### src/rtl/core/pma_pkg.sv
`timescale 1ns / 1ps

package pma_pkg;

   localparam int VA_W        = 48;
   localparam int CNT_W       = 32;
   localparam int VTOT_W      = 34;
   localparam int ACT_W       = 2;
   localparam int ATTR_W      = 3;
   localparam int AP_W        = 2;
   localparam int LEVEL_W     = 2;
   localparam int IDX_W       = 9;
   localparam int DESC_W      = 64;
   localparam int REQ_DATA_W  = 224;
   localparam int RSP_DATA_W  = 216;
   localparam int MAX_REGIONS = 8;
   localparam int RIDX_W      = (MAX_REGIONS > 1) ? $clog2(MAX_REGIONS) : 1;
   localparam int RCNT_W      = $clog2(MAX_REGIONS + 1);
   localparam int SHIFT_W     = 6;

   localparam logic [CNT_W-1:0]   CNT_MAX = '1;
   localparam logic [SHIFT_W-1:0] SHIFT_L1 = SHIFT_W'(30);
   localparam logic [SHIFT_W-1:0] SHIFT_L2 = SHIFT_W'(21);
   localparam logic [SHIFT_W-1:0] SHIFT_L3 = SHIFT_W'(12);
   localparam logic [AP_W-1:0]    AP_EL0_RW = AP_W'(1);

   localparam int DESC_VALID_BIT = 0;
   localparam int DESC_TABLE_BIT = 1;
   localparam int DESC_ATTR_LSB  = 2;
   localparam int DESC_AP_LSB    = 6;
   localparam int DESC_UXN_BIT   = 54;

   localparam logic [LEVEL_W-1:0] LEVEL_NONE = LEVEL_W'(0);
   localparam logic [LEVEL_W-1:0] LEVEL_1    = LEVEL_W'(1);
   localparam logic [LEVEL_W-1:0] LEVEL_2    = LEVEL_W'(2);
   localparam logic [LEVEL_W-1:0] LEVEL_3    = LEVEL_W'(3);

   typedef enum logic [ACT_W-1:0] {
      ACT_START  = 2'd0,
      ACT_REGION = 2'd1,
      ACT_AUDIT  = 2'd2,
      ACT_NOP    = 2'd3
   } action_type;

   typedef enum logic [2:0] {
      ST_IDLE,
      ST_DECODE,
      ST_SCAN,
      ST_UPDATE,
      ST_EMIT
   } state_type;

   typedef struct packed {
      logic load;
      logic decode;
      logic clear;
      logic add;
      logic mark_leaf;
      logic scan;
      logic update;
      logic emit;
   } pma_cmd_type;

   typedef struct packed {
      action_type action;
      logic       leaf;
      logic       scan_done;
      logic       out_busy;
   } pma_sts_type;

   function automatic logic [CNT_W-1:0] sat_inc(input logic [CNT_W-1:0] c);
      return (c == CNT_MAX) ? c : c + CNT_W'(1);
   endfunction

   function automatic logic [SHIFT_W-1:0] level_shift(input logic [LEVEL_W-1:0] lvl);
      logic [SHIFT_W-1:0] s;
      unique case (lvl)
         LEVEL_1: s = SHIFT_L1;
         LEVEL_2: s = SHIFT_L2;
         LEVEL_3: s = SHIFT_L3;
         default: s = '0;
      endcase
      return s;
   endfunction

endpackage

### src/rtl/core/pma_ctrl.sv
`timescale 1ns / 1ps

module pma_ctrl (
   input  logic                 clock,
   input  logic                 reset,
   input  logic                 req_tvalid,
   output logic                 req_tready,
   input  pma_pkg::pma_sts_type sts,
   output pma_pkg::pma_cmd_type cmd
);
   import pma_pkg::*;

   state_type state_ff;
   state_type state_in;

   always_ff @(posedge clock) begin
      if (reset) begin
         state_ff <= ST_IDLE;
      end else begin
         state_ff <= state_in;
      end
   end

   always_comb begin
      state_in   = state_ff;
      cmd        = '0;
      req_tready = 1'b0;
      unique case (state_ff)
         ST_IDLE: begin
            req_tready = 1'b1;
            if (req_tvalid) begin
               cmd.load = 1'b1;
               state_in = ST_DECODE;
            end
         end
         ST_DECODE: begin
            cmd.decode = 1'b1;
            state_in   = ST_EMIT;
            unique case (sts.action)
               ACT_START:  cmd.clear = 1'b1;
               ACT_REGION: cmd.add = 1'b1;
               ACT_AUDIT: begin
                  if (sts.leaf) begin
                     cmd.mark_leaf = 1'b1;
                     state_in      = ST_SCAN;
                  end
               end
               default: ;
            endcase
         end
         ST_SCAN: begin
            cmd.scan = 1'b1;
            if (sts.scan_done) begin
               state_in = ST_UPDATE;
            end
         end
         ST_UPDATE: begin
            cmd.update = 1'b1;
            state_in   = ST_EMIT;
         end
         ST_EMIT: begin
            if (!sts.out_busy) begin
               cmd.emit = 1'b1;
               state_in = ST_IDLE;
            end
         end
         default: state_in = ST_IDLE;
      endcase
   end

endmodule

### src/rtl/core/pma_dp.sv
`timescale 1ns / 1ps

module pma_dp (
   input  logic                                clock,
   input  logic                                reset,
   input  pma_pkg::pma_cmd_type                cmd,
   output pma_pkg::pma_sts_type                sts,
   input  logic [pma_pkg::ACT_W-1:0]           req_tuser,
   input  logic [pma_pkg::REQ_DATA_W-1:0]      req_tdata,
   input  logic                                csr_we,
   input  logic [pma_pkg::ATTR_W-1:0]          csr_wdata,
   output logic                                rsp_tvalid,
   input  logic                                rsp_tready,
   output logic [pma_pkg::RSP_DATA_W-1:0]      rsp_tdata
);
   import pma_pkg::*;

   // latched request word
   action_type           act_ff;
   logic [VA_W-1:0]      base_ff;
   logic [VA_W-1:0]      len_ff;
   logic [DESC_W-1:0]    desc_ff;
   logic [LEVEL_W-1:0]   level_ff;
   logic [VA_W-1:0]      tbase_ff;
   logic [IDX_W-1:0]     idx_ff;

   logic [VA_W-1:0]      region_base_ff [MAX_REGIONS];
   logic [VA_W-1:0]      region_len_ff  [MAX_REGIONS];
   logic [RCNT_W-1:0]    region_count_ff, region_count_in;
   logic                 region_we;

   logic [ATTR_W-1:0]    dev_attr_ff, dev_attr_in;
   logic [VA_W-1:0]      va_ff, va_in;
   logic                 leaf_ff, leaf_in;
   logic                 outside_ff, outside_in;
   logic                 device_ff, device_in;
   logic                 wx_ff, wx_in;
   logic                 status_ff, status_in;
   logic                 hit_ff, hit_in;
   logic [RCNT_W-1:0]    scan_idx_ff, scan_idx_in;

   logic [CNT_W-1:0]     leaf_cnt_ff, leaf_cnt_in;
   logic [CNT_W-1:0]     out_cnt_ff, out_cnt_in;
   logic [CNT_W-1:0]     dev_cnt_ff, dev_cnt_in;
   logic [CNT_W-1:0]     wx_cnt_ff, wx_cnt_in;
   logic [VA_W-1:0]      first_va_ff, first_va_in;
   logic                 first_vld_ff, first_vld_in;

   logic                 rsp_valid_ff, rsp_valid_in;
   logic [RSP_DATA_W-1:0] rsp_data_ff, rsp_data_in;

   logic                 desc_leaf;
   logic                 full;
   logic [VA_W-1:0]      region_lo;
   logic [VA_W:0]        region_hi;
   logic                 region_match;
   logic [VTOT_W-1:0]    vtot;
   logic                 viol;

   // present leaf: valid, level in range, and not a table pointer above level 3
   assign desc_leaf = (level_ff != LEVEL_NONE) && desc_ff[DESC_VALID_BIT]
                    && !((level_ff != LEVEL_3) && desc_ff[DESC_TABLE_BIT]);
   assign full = (region_count_ff >= RCNT_W'(MAX_REGIONS));

   assign region_lo    = region_base_ff[scan_idx_ff[RIDX_W-1:0]];
   assign region_hi    = {1'b0, region_lo} + {1'b0, region_len_ff[scan_idx_ff[RIDX_W-1:0]]};
   assign region_match = (va_ff >= region_lo) && ({1'b0, va_ff} < region_hi);

   assign vtot = VTOT_W'(out_cnt_ff) + VTOT_W'(dev_cnt_ff) + VTOT_W'(wx_cnt_ff);
   assign viol = !hit_ff || device_ff || wx_ff;

   assign sts.action    = act_ff;
   assign sts.leaf      = desc_leaf;
   assign sts.scan_done = hit_ff || (scan_idx_ff == region_count_ff);
   assign sts.out_busy  = rsp_valid_ff && !rsp_tready;

   assign rsp_tvalid = rsp_valid_ff;
   assign rsp_tdata  = rsp_data_ff;

   always_comb begin
      dev_attr_in     = csr_we ? csr_wdata : dev_attr_ff;
      region_count_in = region_count_ff;
      region_we       = 1'b0;
      va_in           = va_ff;
      leaf_in         = leaf_ff;
      outside_in      = outside_ff;
      device_in       = device_ff;
      wx_in           = wx_ff;
      status_in       = status_ff;
      hit_in          = hit_ff;
      scan_idx_in     = scan_idx_ff;
      leaf_cnt_in     = leaf_cnt_ff;
      out_cnt_in      = out_cnt_ff;
      dev_cnt_in      = dev_cnt_ff;
      wx_cnt_in       = wx_cnt_ff;
      first_va_in     = first_va_ff;
      first_vld_in    = first_vld_ff;
      rsp_valid_in    = rsp_valid_ff;
      rsp_data_in     = rsp_data_ff;

      if (rsp_valid_ff && rsp_tready) begin
         rsp_valid_in = 1'b0;
      end

      if (cmd.decode) begin
         va_in       = tbase_ff + (VA_W'(idx_ff) << level_shift(level_ff));
         leaf_in     = cmd.mark_leaf;
         outside_in  = 1'b0;
         device_in   = cmd.mark_leaf
                     && (desc_ff[DESC_ATTR_LSB +: ATTR_W] == dev_attr_ff);
         wx_in       = cmd.mark_leaf && (desc_ff[DESC_AP_LSB +: AP_W] == AP_EL0_RW)
                     && !desc_ff[DESC_UXN_BIT];
         status_in   = cmd.add && full;
         hit_in      = 1'b0;
         scan_idx_in = '0;
      end

      if (cmd.clear) begin
         region_count_in = '0;
         leaf_cnt_in     = '0;
         out_cnt_in      = '0;
         dev_cnt_in      = '0;
         wx_cnt_in       = '0;
         first_va_in     = '0;
         first_vld_in    = 1'b0;
      end

      if (cmd.add && !full) begin
         region_we       = 1'b1;
         region_count_in = region_count_ff + RCNT_W'(1);
      end

      // one region per cycle, stop on first hit
      if (cmd.scan && !hit_ff && (scan_idx_ff != region_count_ff)) begin
         hit_in      = region_match;
         scan_idx_in = scan_idx_ff + RCNT_W'(1);
      end

      if (cmd.update) begin
         outside_in  = !hit_ff;
         leaf_cnt_in = sat_inc(leaf_cnt_ff);
         if (!hit_ff) begin
            out_cnt_in = sat_inc(out_cnt_ff);
         end
         if (device_ff) begin
            dev_cnt_in = sat_inc(dev_cnt_ff);
         end
         if (wx_ff) begin
            wx_cnt_in = sat_inc(wx_cnt_ff);
         end
         if (viol && !first_vld_ff) begin
            first_va_in  = va_ff;
            first_vld_in = 1'b1;
         end
      end

      if (cmd.emit) begin
         rsp_valid_in = 1'b1;
         rsp_data_in  = {1'b0, status_ff, vtot, first_va_ff, wx_cnt_ff, dev_cnt_ff,
                         out_cnt_ff, leaf_cnt_ff, wx_ff, device_ff, outside_ff, leaf_ff};
      end
   end

   always_ff @(posedge clock) begin
      if (reset) begin
         dev_attr_ff     <= '0;
         region_count_ff <= '0;
         leaf_cnt_ff     <= '0;
         out_cnt_ff      <= '0;
         dev_cnt_ff      <= '0;
         wx_cnt_ff       <= '0;
         first_va_ff     <= '0;
         first_vld_ff    <= 1'b0;
         rsp_valid_ff    <= 1'b0;
         hit_ff          <= 1'b0;
         scan_idx_ff     <= '0;
      end else begin
         dev_attr_ff     <= dev_attr_in;
         region_count_ff <= region_count_in;
         leaf_cnt_ff     <= leaf_cnt_in;
         out_cnt_ff      <= out_cnt_in;
         dev_cnt_ff      <= dev_cnt_in;
         wx_cnt_ff       <= wx_cnt_in;
         first_va_ff     <= first_va_in;
         first_vld_ff    <= first_vld_in;
         rsp_valid_ff    <= rsp_valid_in;
         hit_ff          <= hit_in;
         scan_idx_ff     <= scan_idx_in;
      end
   end

   always_ff @(posedge clock) begin
      va_ff       <= va_in;
      leaf_ff     <= leaf_in;
      outside_ff  <= outside_in;
      device_ff   <= device_in;
      wx_ff       <= wx_in;
      status_ff   <= status_in;
      rsp_data_ff <= rsp_data_in;
      if (cmd.load) begin
         act_ff   <= action_type'(req_tuser);
         base_ff  <= req_tdata[0 +: VA_W];
         len_ff   <= req_tdata[VA_W +: VA_W];
         desc_ff  <= req_tdata[2*VA_W +: DESC_W];
         level_ff <= req_tdata[2*VA_W+DESC_W +: LEVEL_W];
         tbase_ff <= req_tdata[2*VA_W+DESC_W+LEVEL_W +: VA_W];
         idx_ff   <= req_tdata[3*VA_W+DESC_W+LEVEL_W +: IDX_W];
      end
      if (region_we) begin
         region_base_ff[region_count_ff[RIDX_W-1:0]] <= base_ff;
         region_len_ff[region_count_ff[RIDX_W-1:0]]  <= len_ff;
      end
   end

   a_count_bound: assert property (@(posedge clock) disable iff (reset)
      region_count_ff <= RCNT_W'(MAX_REGIONS))
      else $error("region count beyond table depth");

   a_scan_bound: assert property (@(posedge clock) disable iff (reset)
      scan_idx_ff <= region_count_ff)
      else $error("region scan ran past loaded regions");

   a_outside_le_total: assert property (@(posedge clock) disable iff (reset)
      out_cnt_ff <= leaf_cnt_ff)
      else $error("outside count exceeds leaf count");

   a_flags_need_leaf: assert property (@(posedge clock) disable iff (reset)
      cmd.emit |=> (rsp_data_ff[0] || (rsp_data_ff[3:1] == 3'b000)))
      else $error("violation flag on a word that is not a leaf");

endmodule

### src/rtl/core/page_mapping_audit.sv
`timescale 1ns / 1ps
// flow: start, region and non-leaf words are latched, decoded and emitted; leaf audit words
// also scan the regions, one per cycle up to and including the first hit (at most 8), then
// update the counters before emitting; a new word is accepted only once the previous result
// is emitted, and emitting waits while the response is stalled
// reset: synchronous, clears counters, region count, first bad va and the attribute slot

module page_mapping_audit (
   input  logic                            clock,
   input  logic                            reset,
   input  logic                            req_tvalid,
   output logic                            req_tready,
   // action
   input  logic [pma_pkg::ACT_W-1:0]       req_tuser,
   // region_base, region_length, descriptor, table_level, table_base_va, entry_index
   input  logic [pma_pkg::REQ_DATA_W-1:0]  req_tdata,
   output logic                            rsp_tvalid,
   input  logic                            rsp_tready,
   // is_leaf, entry_outside, entry_device, entry_wx, total_count, outside_count,
   // device_count, wx_count, first_viol_va, violation_total, status
   output logic [pma_pkg::RSP_DATA_W-1:0]  rsp_tdata,
   input  logic                            csr_we,
   input  logic [pma_pkg::ATTR_W-1:0]      csr_wdata
);
   import pma_pkg::*;

   pma_cmd_type cmd;
   pma_sts_type sts;

   pma_ctrl u_ctrl (
      .clock      (clock),
      .reset      (reset),
      .req_tvalid (req_tvalid),
      .req_tready (req_tready),
      .sts        (sts),
      .cmd        (cmd)
   );

   pma_dp u_dp (
      .clock      (clock),
      .reset      (reset),
      .cmd        (cmd),
      .sts        (sts),
      .req_tuser  (req_tuser),
      .req_tdata  (req_tdata),
      .csr_we     (csr_we),
      .csr_wdata  (csr_wdata),
      .rsp_tvalid (rsp_tvalid),
      .rsp_tready (rsp_tready),
      .rsp_tdata  (rsp_tdata)
   );

endmodule
### config.mk
export PLATFORM = sky130hd
export DESIGN_NAME = page_mapping_audit
export DESIGN_NICKNAME = d
export VERILOG_FILES = /design/src/rtl/core/pma_pkg.sv /design/src/rtl/core/pma_ctrl.sv /design/src/rtl/core/pma_dp.sv /design/src/rtl/core/page_mapping_audit.sv
export SDC_FILE = /design/constraint.sdc
export NUM_CORES = 2
export LEC_CHECK = 0
export BUFFER_PORTS_ARGS = -buffer_cell sky130_fd_sc_hd__buf_2
export CAP_MARGIN = 20
export CORE_MARGIN = 5
export CORE_UTILIZATION = 60
export DETAILED_ROUTE_END_ITERATION = 12
export PLACE_DENSITY = 0.89
export SLEW_MARGIN = 20
export SYNTH_ARGS = -nofsm -noshare
export SYNTH_HDL_FRONTEND = slang
export SYNTH_SLANG_ARGS = --single-unit
export TNS_END_PERCENT = 30
### constraint.sdc
create_clock -name clock -period 12.4 [get_ports clock]
set_input_delay 1.24 -clock clock [delete_from_list [all_inputs] [get_ports clock]]
set_output_delay 1.24 -clock clock [all_outputs]
set_load 0.02 [all_outputs]
# == Word-level counts from Yosys, hierarchy flattened ==
# Memory sizes are Yosys's and may differ from the RTL's. A register that Yosys moved wholly into a read port is not among the register bits.
# Cells that the tools add are included.
# word_totals
reg_bits,673
latch_bits,0
ram_bits,768
mem_bits_ro,0
output_inout_bits,218
word_cells,157
mem_count,2
# memory_table
name,depth,width,rd,rd_clocked_by_memory_dff,wr,line_no,rtl
u_dp.region_base_ff,8,48,1,1,1,pma_dp.sv:27,logic [VA_W-1:0] region_base_ff [MAX_REGIONS];
u_dp.region_len_ff,8,48,1,1,1,pma_dp.sv:28,logic [VA_W-1:0] region_len_ff [MAX_REGIONS];
# op_classes
addsub,10
mul,0
div_mod_pow,0
magnitude_cmp,3
eq_ne,25
n_shift,1
n_mux,57
bitwise_logic,0
n_reduce_logical,33
# ops
operator,count
32-bit 2-to-1 mux,15
48-bit 2-to-1 mux,3
"32-bit by 1-bit adder with 32-bit output, second input constant",4
"32-bit equality test, second input constant",4
48-bit by 48-bit adder with 49-bit output,1
48-bit by 49-bit less-than comparator with 1-bit output,1
48-bit adder,1
48-bit greater-or-equal comparator,1
9-bit by 6-bit << shifter with 48-bit output,1
34-bit by 32-bit adder with 34-bit output,1
32-bit by 32-bit adder with 33-bit output,1
3-bit 2-to-1 mux,9
1-bit 2-to-1 mux,22
4-bit 2-to-1 mux,5
3-bit one-hot mux with 5 select lines,1
5-bit one-hot mux with 3 select lines,1
1-bit logical AND,14
2-bit nonzero test,6
"2-bit != test, second input constant",5
"4-bit by 1-bit adder with 4-bit output, second input constant",2
"2-bit by 1-bit equality test with 1-bit output, second input constant",3
"2-bit equality test, second input constant",3
"3-bit by 2-bit equality test with 1-bit output, second input constant",2
1-bit zero test,6
other kinds (14),17

# == Logic depth before layout (Yosys ltp) ==
# logic_depth
depth_word,11
mapped_depth,27
mapped_depth_nobuf,23

# == Hierarchy ==
# Synthesis repeated with hierarchy kept, for this count alone.
# unflattened
hier_cells,4074
hier_area_um2,60764.5
# by_module_without_submodules
module,instances,cells_each,area_each_um2,seq_area_each_um2
pma_dp,1,4050,60560.6,39928.3
pma_ctrl,1,24,203.9,60.1

# == Worst setup path after synthesis ==
# No wires, ideal clock.
# synth_path
path_type,reg-to-reg
from,reg u_ctrl.state_ff[2]
to,"mem u_dp.region_base_ff[0][0], enable pin"
setup_ns,0.668
arrival_ns,7.932
required_time_ns,11.732
setup_slack_ns,3.799
path_stages_with_launch,11
n_path_buf,2
period_less_slack_ns,8.601
path_cell_list,dfxtp_1 > clkbuf_1 > nand2b_1 > inv_1 > nand2b_1 > clkbuf_1 > nor2_1 > nand2_1 > nor2_1 > nand2_1 > nor3_1
# synth_via
elab_chain_len,6
# synth_rtl
item,line_no,rtl
start: declaration,pma_ctrl.sv:13,state_type state_ff;
start signal: assignment,pma_ctrl.sv:20,state_ff <= state_in;
3-bit by 1-bit equality test with 1-bit output,pma_ctrl.sv:28,unique case (state_ff)
4-bit 2-to-1 mux,pma_ctrl.sv:28,
1-bit logical AND,pma_dp.sv:128,if (cmd.add && !full) begin
1-bit 2-to-1 mux,pma_dp.sv:128,
1-bit 2-to-1 mux,pma_dp.sv:209,if (region_we) begin
1-bit 2-to-1 mux (not written as such),pma_dp.sv:210,region_base_ff[region_count_ff[RIDX_W-1:0]] <= base_ff;
end: declaration,pma_dp.sv:27,
# No other way between the ends.

==> impl_table.tex <==
\begin{tabular}{lr}
\hline
Metric & Value \\
\hline
\multicolumn{2}{l}{\textbf{Run status}} \\
\quad Result of the run & finished clean \\
\multicolumn{2}{l}{\textbf{CTS}} \\
\quad Post-cts sizing count & 0 \\
\quad CTS sink cnt & 1397 \\
\quad Number of buffers created by CTS & 142 \\
\quad Setup Fix Bufs, Post-CTS & 0 \\
\quad Clock edge transition at the registers on the reported setup and hold paths & 60 ps \\
\quad Hold\_buf cts & 0 \\
\quad Latest clock arrival within the worst-skew pair & 770 ps \\
\quad Number of buffers on the longest clock path & 3 \\
\quad Clk Tree Root Cell & clkbuf\_16 \\
\quad CTS tree & built \\
\quad H-tree lvl count & 4 \\
\multicolumn{2}{l}{\textbf{Setup path}} \\
\quad Critical path start-end classification & reg -> reg \\
\quad Data required time of the worst path & $\sim$13000 ps \\
\quad WP buf/inv & 1 \\
\quad Endpoint type of the worst setup path & flip-flop \\
\quad Top delay family on crit path & compound AO/OA/AOI/OAI gates \\
\quad Slowest-stage cell, CP & dfxtp\_4 \\
\quad Critical path startpoint category & flip-flop \\
\quad Arrival time at the worst endpoint & 8910 ps \\
\quad Highest cell delay on the worst timing path & 820 ps \\
\quad Largest fanout on the critical path & 116 \\
\quad Series of cell instances along the critical path & buf\_12 -> mux4\_2 -> mux2\_2 -> ha\_1 -> fa\_1 -> a21oi\_1 -> o211ai\_1 -> a221oi\_1 -> o211ai\_1 -> a21oi\_1 -> a211oi\_1 -> a31oi\_1 -> o221ai\_1 -> xnor2\_1 -> ha\_1 -> nand4\_1 -> nor2\_1 -> nand3\_1 -> nor3\_1 -> o311ai\_0 -> a221oi\_1 -> a22oi\_1 \\
\multicolumn{2}{l}{\textbf{Final layout}} \\
\quad Post-layout instance area & 0.0699 mm\^{}2 \\
\quad Layout fillers & 6443 \\
\quad Layout cell share with drive strength beyond 1 & 0.198 \\
\quad Seq. cell area & 0.0400 mm\^{}2 \\
\quad NumNets Final & 5153 \\
\quad Total area of multi-input combinational cells & 0.0207 mm\^{}2 \\
\quad Most common library cell in the layout ignoring fill and taps & edfxtp\_1 \\
\quad Top library cells by usage in the layout, fill and taps aside & edfxtp\_1, buf\_2, nor2\_1 \\
\quad Growth of design area from synthesis to finish & 13.5\% \\
\multicolumn{2}{l}{\textbf{Timing}} \\
\quad RSZ-0062 raised after global routing & no \\
\quad Post-route clock skew & 25.9 ps \\
\quad Max frequency & 121 MHz \\
\quad Slew of the pin with the lowest slew margin & 1080 ps \\
\quad Period minus WS final & 8280 ps \\
\quad Final setup violating endpoints & 0 \\
\quad Max Transition Viols Final & 0 \\
\quad Final hold violation count & 0 \\
\quad Fraction of the cycle the final worst path needs & 0.668 \\
\quad Final worst-path setup slack & 4120 ps \\
\quad Fin Setup TNS & 0 ps \\
\quad Headroom to the max-slew limit & 0.278 \\
\multicolumn{2}{l}{\textbf{Yosys}} \\
\quad Number of storage elements in the synthesis netlist & roughly 1400 \\
\quad Top FF cell, synth & edfxtp\_1 \\
\quad Gate Count Post-Synth & 4228 \\
\quad Net Count, Synth & roughly 4700 \\
\quad Seq/Total Area, Yosys & 0.650 \\
\quad Post-synth top area cell & edfxtp\_1 \\
\quad Total of warnings raised by yosys & 0 \\
\quad Ranking of synthesized cells by area & edfxtp\_1, mux4\_2, dfxtp\_1, ha\_1, nor2\_1 \\
\quad Share of synthesized flip-flops with an asynchronous set or reset & 0 \\
\quad EDFF count, synth & 1201 \\
\quad Synth top area share & 0.586 \\
\quad Netlist Area Pre-Place & 0.0616 mm\^{}2 \\
\quad Mean post-synth cell area & between 10 and 15 um\^{}2 \\
\quad Number of library cell types mapped by synthesis & 81 \\
\multicolumn{2}{l}{\textbf{Placed design}} \\
\quad Post-detailed-placement cell area & 0.0651 mm\^{}2 \\
\quad Final HPWL DP & 106000 um \\
\quad Worst Setup Slack post-DPL & 4280 ps \\
\quad Final weighted congestion in routability-driven placement & 0.944 \\
\quad Port bufs & just under 400 \\
\multicolumn{2}{l}{\textbf{Routing}} \\
\quad Via density per instance & 6.54 \\
\quad Antenna violation net count after detailed routing & 0 \\
\quad DRC viols & 0 \\
\quad First-pass detailed-route iteration total & 8 \\
\quad Routed wire length per instance & 27.0 um \\
\quad First-iteration detailed-routing DRC count & 5107 \\
\quad Number of vias after detailed routing & about 40000 \\
\quad Total length of routed wires & 166000 um \\
\multicolumn{2}{l}{\textbf{Power}} \\
\quad P per Cell Area & 145 mW/mm\^{}2 \\
\quad Cell leakage power & 25.2 nW \\
\quad Worst VDD drop & 0.173 mV \\
\quad Total power & between 10 and 15 mW \\
\multicolumn{2}{l}{\textbf{Floorplan}} \\
\quad Starting density of the core & 0.604 \\
\quad Chip Height & between 300 and 400 um \\
\quad Number of primary I/O pins & 452 \\
\quad Num rows & 117 \\
\quad Floorplan die area & 0.109 mm\^{}2 \\
\quad Die width & $\sim$330 um \\
\quad Core Footprint & 0.102 mm\^{}2 \\
\multicolumn{2}{l}{\textbf{Global route}} \\
\quad Vias in the first global route & 38828 \\
\quad Pin count of the biggest net entering global routing & around 120 \\
\quad First-pass GRT wire length & 244000 um \\
\quad Gr usage total & 0.301 \\
\quad Final global-route overflow total & 0 \\
\quad Antenna violations before repair & 14 \\
\multicolumn{2}{l}{\textbf{Worst hold path}} \\
\quad Type of the tightest min-delay check & reg -> reg \\
\multicolumn{2}{l}{\textbf{Run}} \\
\quad Count of maximum capacitance violations & 0 \\
\hline
\end{tabular}
[synthesized netlist by cell type, types with 19 or more instances]
cell / number
edfxtp_1: 1201
nor2_1: 342
ha_1: 259
a21oi_1: 240
dfxtp_1: 196
nand2_1: 195
mux4_2: 192
o21ai_0: 151
a21o_1: 124
inv_1: 123
clkbuf_1: 117
xnor2_1: 97
nand3_1: 90
xor2_1: 81
nor3_1: 64
mux2i_1: 60
a22oi_1: 59
and3_1: 59
mux2_2: 54
nand4_1: 49
a211oi_1: 39
nor2b_1: 33
a31oi_1: 30
nand2b_1: 29
o21a_1: 26
a311oi_1: 25
and2_1: 24
buf_1: 24
o21bai_1: 21
nor3b_1: 19
[power breakdown]
group | total, mW | internal, mW | switching, mW
Sequential | 5.31 | 5.20 | 0.102
Clock | 4.33 | 2.46 | 1.87
Combinational | 0.502 | 0.185 | 0.317
Total | 10.1 | 7.85 | 2.29
[metrics by stage]
| step | utilization | cells | hold slack (ps) |
|---|---|---|---|
| final | 0.686 | 6153 | 424 |
| after detailed placement | 0.639 | 5880 | 407 |
| after global placement | 0.639 | 5880 | 409 |
| after global routing | 0.685 | 6143 | 423 |
| after CTS | 0.685 | 6141 | 421 |
| after floorplan | - | 4228 | 400 |
[metal layers]
layer | part of all wire | global-route usage
met1 | 0.37 | 0.396
met2 | 0.48 | 0.494
met5 | 0.00034 | 0
met3 | 0.11 | 0.0620
met4 | 0.051 | 0.130
[kinds of logic (layout without fill, tap and decap cells)]
logic type | Yosys count | count (layout) | synth area share
compound gates | 829 | 829 | 0.0873
flops | 1397 | 1397 | 0.650
fa+ha+maj | 263 | 263 | 0.0539
buf+inv | 267 | 812 | 0.0164
other cells | 1 | 13 | 0.0000609
xor+xnor | 178 | 178 | 0.0253
mux | 306 | 306 | 0.0899
simple gates | 987 | 987 | 0.0775
[sequential cells by signal, summed over array words and instances (netlist names), 4 cells and up, named ones only]
| signal | count |
|---|---|
| u_dp.region_base_ff | 384 |
| u_dp.region_len_ff | 384 |
| u_dp.rsp_tdata | 215 |
| u_dp.base_ff | 48 |
| u_dp.first_va_ff | 48 |
| u_dp.len_ff | 48 |
| u_dp.tbase_ff | 48 |
| u_dp.va_ff | 48 |
| u_dp.dev_cnt_ff | 32 |
| u_dp.leaf_cnt_ff | 32 |
| u_dp.out_cnt_ff | 32 |
| u_dp.wx_cnt_ff | 32 |
| u_dp.idx_ff | 9 |
| u_dp.desc_ff | 8 |
| u_dp.region_count_ff | 4 |
| u_dp.scan_idx_ff | 4 |
[path summary, 6_finish.rpt]
path,end,start,cells past startpoint,slack (ps)
max,u_dp.hit_ff,flip-flop,22,4120
min,u_dp.rsp_tdata[0],u_dp.leaf_ff,0,420
max reg2reg,u_dp.hit_ff,flip-flop,22,4120
min reg2reg,u_dp.rsp_tdata[0],u_dp.leaf_ff,0,420
[final cells by class]
type | instances | area share
Sequential cell | 1397 | 0.573
Multi-Input combinational cell | 2564 | 0.296
Clock buffer | 176 | 0.0540
Timing Repair Buffer | 428 | 0.0325
Tap cell | 1368 | 0.0245
Clock inverter | 85 | 0.0137
Inverter | 123 | 0.00661
Antenna cell | 12 | 0.000430
No activity file was read; power rests on OpenSTA's default activity.
